===== src/rtl/cjwm_pkg.sv =====
// cjwm_pkg: shared types and constants of the clock jump window monitor
// used by every module of the block, depends on nothing
`timescale 1ns / 1ps

package cjwm_pkg;

    localparam int TOP_K_DEF = 10;

    localparam int TS_W   = 63;
    localparam int BASE_W = 32;
    localparam int WLEN_W = 40;
    localparam int LIM_W  = 32;
    localparam int RANK_W = 4;
    localparam int FUNC_W = 2;
    localparam int CFG_IDX_W  = 2;
    localparam int CFG_DATA_W = 40;

    localparam logic [FUNC_W-1:0] FUNC_SAMPLE      = 2'd0;
    localparam logic [FUNC_W-1:0] FUNC_READ_SINGLE = 2'd1;
    localparam logic [FUNC_W-1:0] FUNC_READ_WINDOW = 2'd2;

    localparam logic [CFG_IDX_W-1:0] CFG_BASELINE   = 2'd0;
    localparam logic [CFG_IDX_W-1:0] CFG_WINDOW_LEN = 2'd1;
    localparam logic [CFG_IDX_W-1:0] CFG_JUMP_LIMIT = 2'd2;

    localparam logic [BASE_W-1:0] BASELINE_RST = '0;
    localparam logic [WLEN_W-1:0] WINDOW_LEN_RST = 40'd1000000;
    localparam logic [LIM_W-1:0]  JUMP_LIMIT_RST = '1;

    localparam logic [TS_W-1:0] SUM_MAX = '1;

    typedef struct packed {
        logic [FUNC_W-1:0] func;
        logic [TS_W-1:0]   timestamp;
        logic [RANK_W-1:0] rank;
    } t_in;

    typedef struct packed {
        logic            jump_seen;
        logic [TS_W-1:0] jump_excess;
        logic            window_closed;
        logic [TS_W-1:0] closed_sum;
        logic            limit_reached;
        logic [TS_W-1:0] read_value;
    } t_out;

    typedef struct packed {
        logic            valid;
        logic [TS_W-1:0] value;
    } t_offer;

endpackage


===== src/rtl/cjwm_cell.sv =====
// cjwm_cell: one entry of a sorted top-k row, compares the offered value
// and takes its upper neighbor's value or the offer; depends on cjwm_pkg
`timescale 1ns / 1ps

module cjwm_cell (
    input  logic                          i_clk,
    input  logic                          i_rst_n,
    input  cjwm_pkg::t_offer              i_offer,
    input  logic                          i_up_lt,
    input  logic [cjwm_pkg::TS_W-1:0]     i_up_val,
    output logic                          o_lt,
    output logic [cjwm_pkg::TS_W-1:0]     o_val
);

    logic [cjwm_pkg::TS_W-1:0] r_val;
    logic [cjwm_pkg::TS_W-1:0] n_val;

    assign o_lt  = i_offer.valid && (r_val < i_offer.value);
    assign o_val = r_val;

    always_comb begin
        if (i_up_lt) begin
            n_val = i_up_val;
        end else if (o_lt) begin
            n_val = i_offer.value;
        end else begin
            n_val = r_val;
        end
    end

    always_ff @(posedge i_clk) begin
        if (!i_rst_n) begin
            r_val <= '0;
        end else begin
            r_val <= n_val;
        end
    end

endmodule


===== src/rtl/cjwm_topk.sv =====
// cjwm_topk: row of cjwm_cell entries kept ascending, with rank read select
// depends on cjwm_pkg and cjwm_cell
`timescale 1ns / 1ps

module cjwm_topk #(
    parameter int TOP_K = cjwm_pkg::TOP_K_DEF
) (
    input  logic                          i_clk,
    input  logic                          i_rst_n,
    input  cjwm_pkg::t_offer              i_offer,
    input  logic [cjwm_pkg::RANK_W-1:0]   i_rank,
    output logic [cjwm_pkg::TS_W-1:0]     o_read_value
);

    logic                      w_lt  [TOP_K+1];
    logic [cjwm_pkg::TS_W-1:0] w_val [TOP_K+1];

    assign w_lt[TOP_K]  = 1'b0;
    assign w_val[TOP_K] = '0;

    for (genvar g = 0; g < TOP_K; g++) begin : g_cell
        cjwm_cell u_cell (
            .i_clk    (i_clk),
            .i_rst_n  (i_rst_n),
            .i_offer  (i_offer),
            .i_up_lt  (w_lt[g+1]),
            .i_up_val (w_val[g+1]),
            .o_lt     (w_lt[g]),
            .o_val    (w_val[g])
        );
    end

    // rank 0 is the top cell, ranks past the row read zero
    always_comb begin
        o_read_value = '0;
        for (int i = 0; i < TOP_K; i++) begin
            if ({1'b0, i_rank} == (cjwm_pkg::RANK_W+1)'(TOP_K - 1 - i)) begin
                o_read_value = w_val[i];
            end
        end
    end

endmodule

===== config.mk =====
export PLATFORM = sky130hd
export DESIGN_NAME = cjwm_topk
export DESIGN_NICKNAME = d
export VERILOG_FILES = /design/src/rtl/cjwm_pkg.sv /design/src/rtl/cjwm_cell.sv /design/src/rtl/cjwm_topk.sv
export SDC_FILE = /design/constraint.sdc
export NUM_CORES = 2
export LEC_CHECK = 0
export BUFFER_PORTS_ARGS = -buffer_cell sky130_fd_sc_hd__buf_2
export CAP_MARGIN = 20
export CORE_MARGIN = 3
export CORE_UTILIZATION = 55
export CTS_BUF_LIST = sky130_fd_sc_hd__clkbuf_4
export DETAILED_ROUTE_END_ITERATION = 10
export HOLD_SLACK_MARGIN = 0.15
export PLACE_DENSITY = 0.77
export SETUP_SLACK_MARGIN = 0.3
export SKIP_CTS_REPAIR_TIMING = 1
export SLEW_MARGIN = 20
export SYNTH_ARGS = -nofsm -noshare
export SYNTH_HDL_FRONTEND = slang
export SYNTH_HIERARCHICAL = 1
export SYNTH_SLANG_ARGS = --single-unit
export TNS_END_PERCENT = 1

===== constraint.sdc =====
create_clock -name i_clk -period 3.5 [get_ports i_clk]
set_input_delay 0.35 -clock i_clk [delete_from_list [all_inputs] [get_ports i_clk]]
set_output_delay 0.35 -clock i_clk [all_outputs]
set_load 0.02 [all_outputs]

==> reports/results.ini <==
[outcome]
status = finished, final reports clean

[clock_network]
clock-sinks = 630
cts_tree = built
cts_buffers = 186
clk_pin_slew_worst_paths_ns = 0.07
cts.htree.levels = 4
root_buffer = clkbuf_4
cts_buffer_depth = 3
clkLatencyLatePin_ns = 1.16

[worst_setup_path]
reg2regPathDepth = 10
startpoint = g_cell[2].u_cell/o_val[50]
crit_path_end = g_cell[2].u_cell/o_val[51]
cp.arrival_ns = 4.29
start_kind = flip-flop
reg2reg_from = g_cell[2].u_cell/o_val[50]
required_ns = 4.49
crit_path_end_kind = flip-flop
ff2ff_setup_slack_ns = 0.20
critPathKind = flip-flop to flip-flop
crit_fanout = 40
r2r-end = g_cell[2].u_cell/o_val[51]
cp_cell_sequence = ha_1, nand2_1, o21ai_0, nand2_1, nand4b_1, a211o_2, buf_4, buf_12, nor4_1, a211oi_1
cpMaxStageDelayCell = o21ai_0
crit_top_cell = nand2_1
slowest_delay_ns = 0.61

[grt]
grt_usage = 0.420
antenna_found_initial = 15
first_global_vias = 57434
grt_pass1_wl_um = 341000
grt_max_degree = 128
grt_overflow = 0

[logic_synthesis]
syn-cell-area_um2 = 55700
avgSynthCellArea_um2 = 7.88
yosys_warnings = 6
syn-instance-count = 7072

[sta]
finalMaxSlewViolations = 0
hold_slack_ns = 0.223
fin_skew_ns = 0.0969
fmax_mhz = 303
fin_crit_sh = 0.942
finalCriticalPeriod_ns = 3.30
slew-limit-headroom = 0.437
rsz0062_at_grt = yes
hold_viol = 0
finalSetupViolCount = 0
worst_pin_slew_ns = 0.844
setup_tns_ns = 0

[finish]
layout.core_utilization = 0.641
final_layout_size_suffix_gt1_frac = 0.231
largest_register_ffs = 630
layout.cells.non_filler = 8934
nNetsFinal = 8121
syn_to_final_growth_pct = 15.5

[floorplan]
io_pins = 133
core-area_um2 = 100000
die-area_um2 = 105000
dieHeight_um = 324
die-width_um = 324
num_rows = 116
initial_core_util = 0.555

[power]
sw_frac_of_total = 0.441
p_int_w = 0.0171
ir_drop_mv = 0.376
p_comb_frac = 0.430
power_frac_seq = 0.326
power_density_nw_per_um2 = 474
leakage_nw = 27.9
p_sw_w = 0.0134
clkPwrFrac = 0.245

[route]
viasPerCell = 6.84
routedWlPerCell_um = 25.8
ant_nets = 0
totalWireLength_um = 231000
firstDrtPassIters = 6
drt_iter0_markers = 9011
drcViolationCount = 0
via_count = 61118

[placement]
dp_cells = 8531
dp_hpwl_um = 161000
port_buffers = 132
place.gp.congestion = 1.06

[worst_hold_path]
hold_path.class = input pin to flip-flop

[job]
max-cap-violations = 0

==> how the worst min path moves through the flow <==
| stage | startpoint | to | cells after the start |
|---|---|---|---|
| final | i_offer[22] | g_cell[8].u_cell/o_val[22] | 4 |
| after detailed placement | g_cell[0].u_cell/o_val[62] | g_cell[0].u_cell/o_val[62] | 2 |
| after global routing | i_offer[63] | g_cell[4].u_cell/o_val[48] | 7 |
| after global placement | g_cell[0].u_cell/o_val[62] | g_cell[0].u_cell/o_val[62] | 2 |
| after floorplan | i_offer[0] | g_cell[6].u_cell/o_val[0] | 2 |
| after CTS | i_offer[50] | g_cell[6].u_cell/o_val[50] | 3 |
==> final cells by class <==
| type | instances | area, um^2 |
|---|---|---|
| Antenna cell | 6 | 15.0 |
| Fill cell | 8432 | 36000 |
| Multi-Input combinational cell | 5122 | 37800 |
| Inverter | 758 | 2870 |
| Clock buffer | 266 | 2000 |
| Sequential cell | 630 | 12600 |
| Tap cell | 1357 | 1700 |
| Clock inverter | 62 | 360 |
| Timing Repair Buffer | 733 | 7020 |
==> worst max-delay path: cells and delay by family, from the launching register on <==
kind / cells / cell delay (ns)
buf+inv: 2 / 0.73
simple gates: 4 / 0.61
compound gates: 3 / 1.05
flops: 1 / 0.34
fa+ha+maj: 1 / 0.33
==> placed cells by master (no fill, tap or decap), types with 28 or more instances in the layout <==
master         count
ha_1             620
inv_1            740
nand3_1           56
conb_1            64
o32a_1            50
clkbuf_4         266
buf_2            127
nand2b_1         135
a221oi_2          50
a211oi_2         532
o221ai_1          48
o211a_1           50
nor4_1           592
a21oi_1          420
a22oi_1           62
buf_4            405
dlygate4sd3_1     64
clkinv_1          46
o21ai_1           51
mux2i_1          125
nand2_1          252
a21oi_2           60
a31oi_1           64
o21ai_0          825
dfxtp_1          629
o21ai_2           60
nand4_1          130
a211oi_1          38
nor3_1            28
buf_12           122
nor2_1           619
==> power groups by stage <==
| stage | Combinational (W) | Sequential (W) | Clock (W) |
|---|---|---|---|
| 6_report | 0.0131 | 0.00994 | 0.00746 |
| 5_1_grt | 0.0140 | 0.0100 | 0.00787 |
| 4_1_cts | 0.0124 | 0.00981 | 0.00748 |
| 3_5_place_dp | 0.0124 | 0.00997 | 0 |
| 3_3_place_gp | 0.0120 | 0.00993 | 0 |
| 2_1_floorplan | 0.00820 | 0.00942 | 0 |
==> through the flow <==
step                      power, W  cell area [um^2]  setup slack (ns)
after global routing        0.0319             64300             0.208
after CTS                   0.0297             63400             0.155
after global placement      0.0219             61000            -0.167
after detailed placement    0.0224             61000            -0.234
final                       0.0305             64300             0.204
after floorplan             0.0176             56000             0.290
==> metal layers <==
| metal | global-route usage | vias to the layer above | part of all wire |
|---|---|---|---|
| met1 | 0.527 | 28614 | 0.37 |
| met5 | 0 | - | 0.00032 |
| li1 | - | 26921 | - |
| met4 | 0.270 | 12 | 0.069 |
| met3 | 0.138 | 1092 | 0.14 |
| met2 | 0.619 | 4479 | 0.42 |
Note: power is estimated with default switching activity, not from simulation.
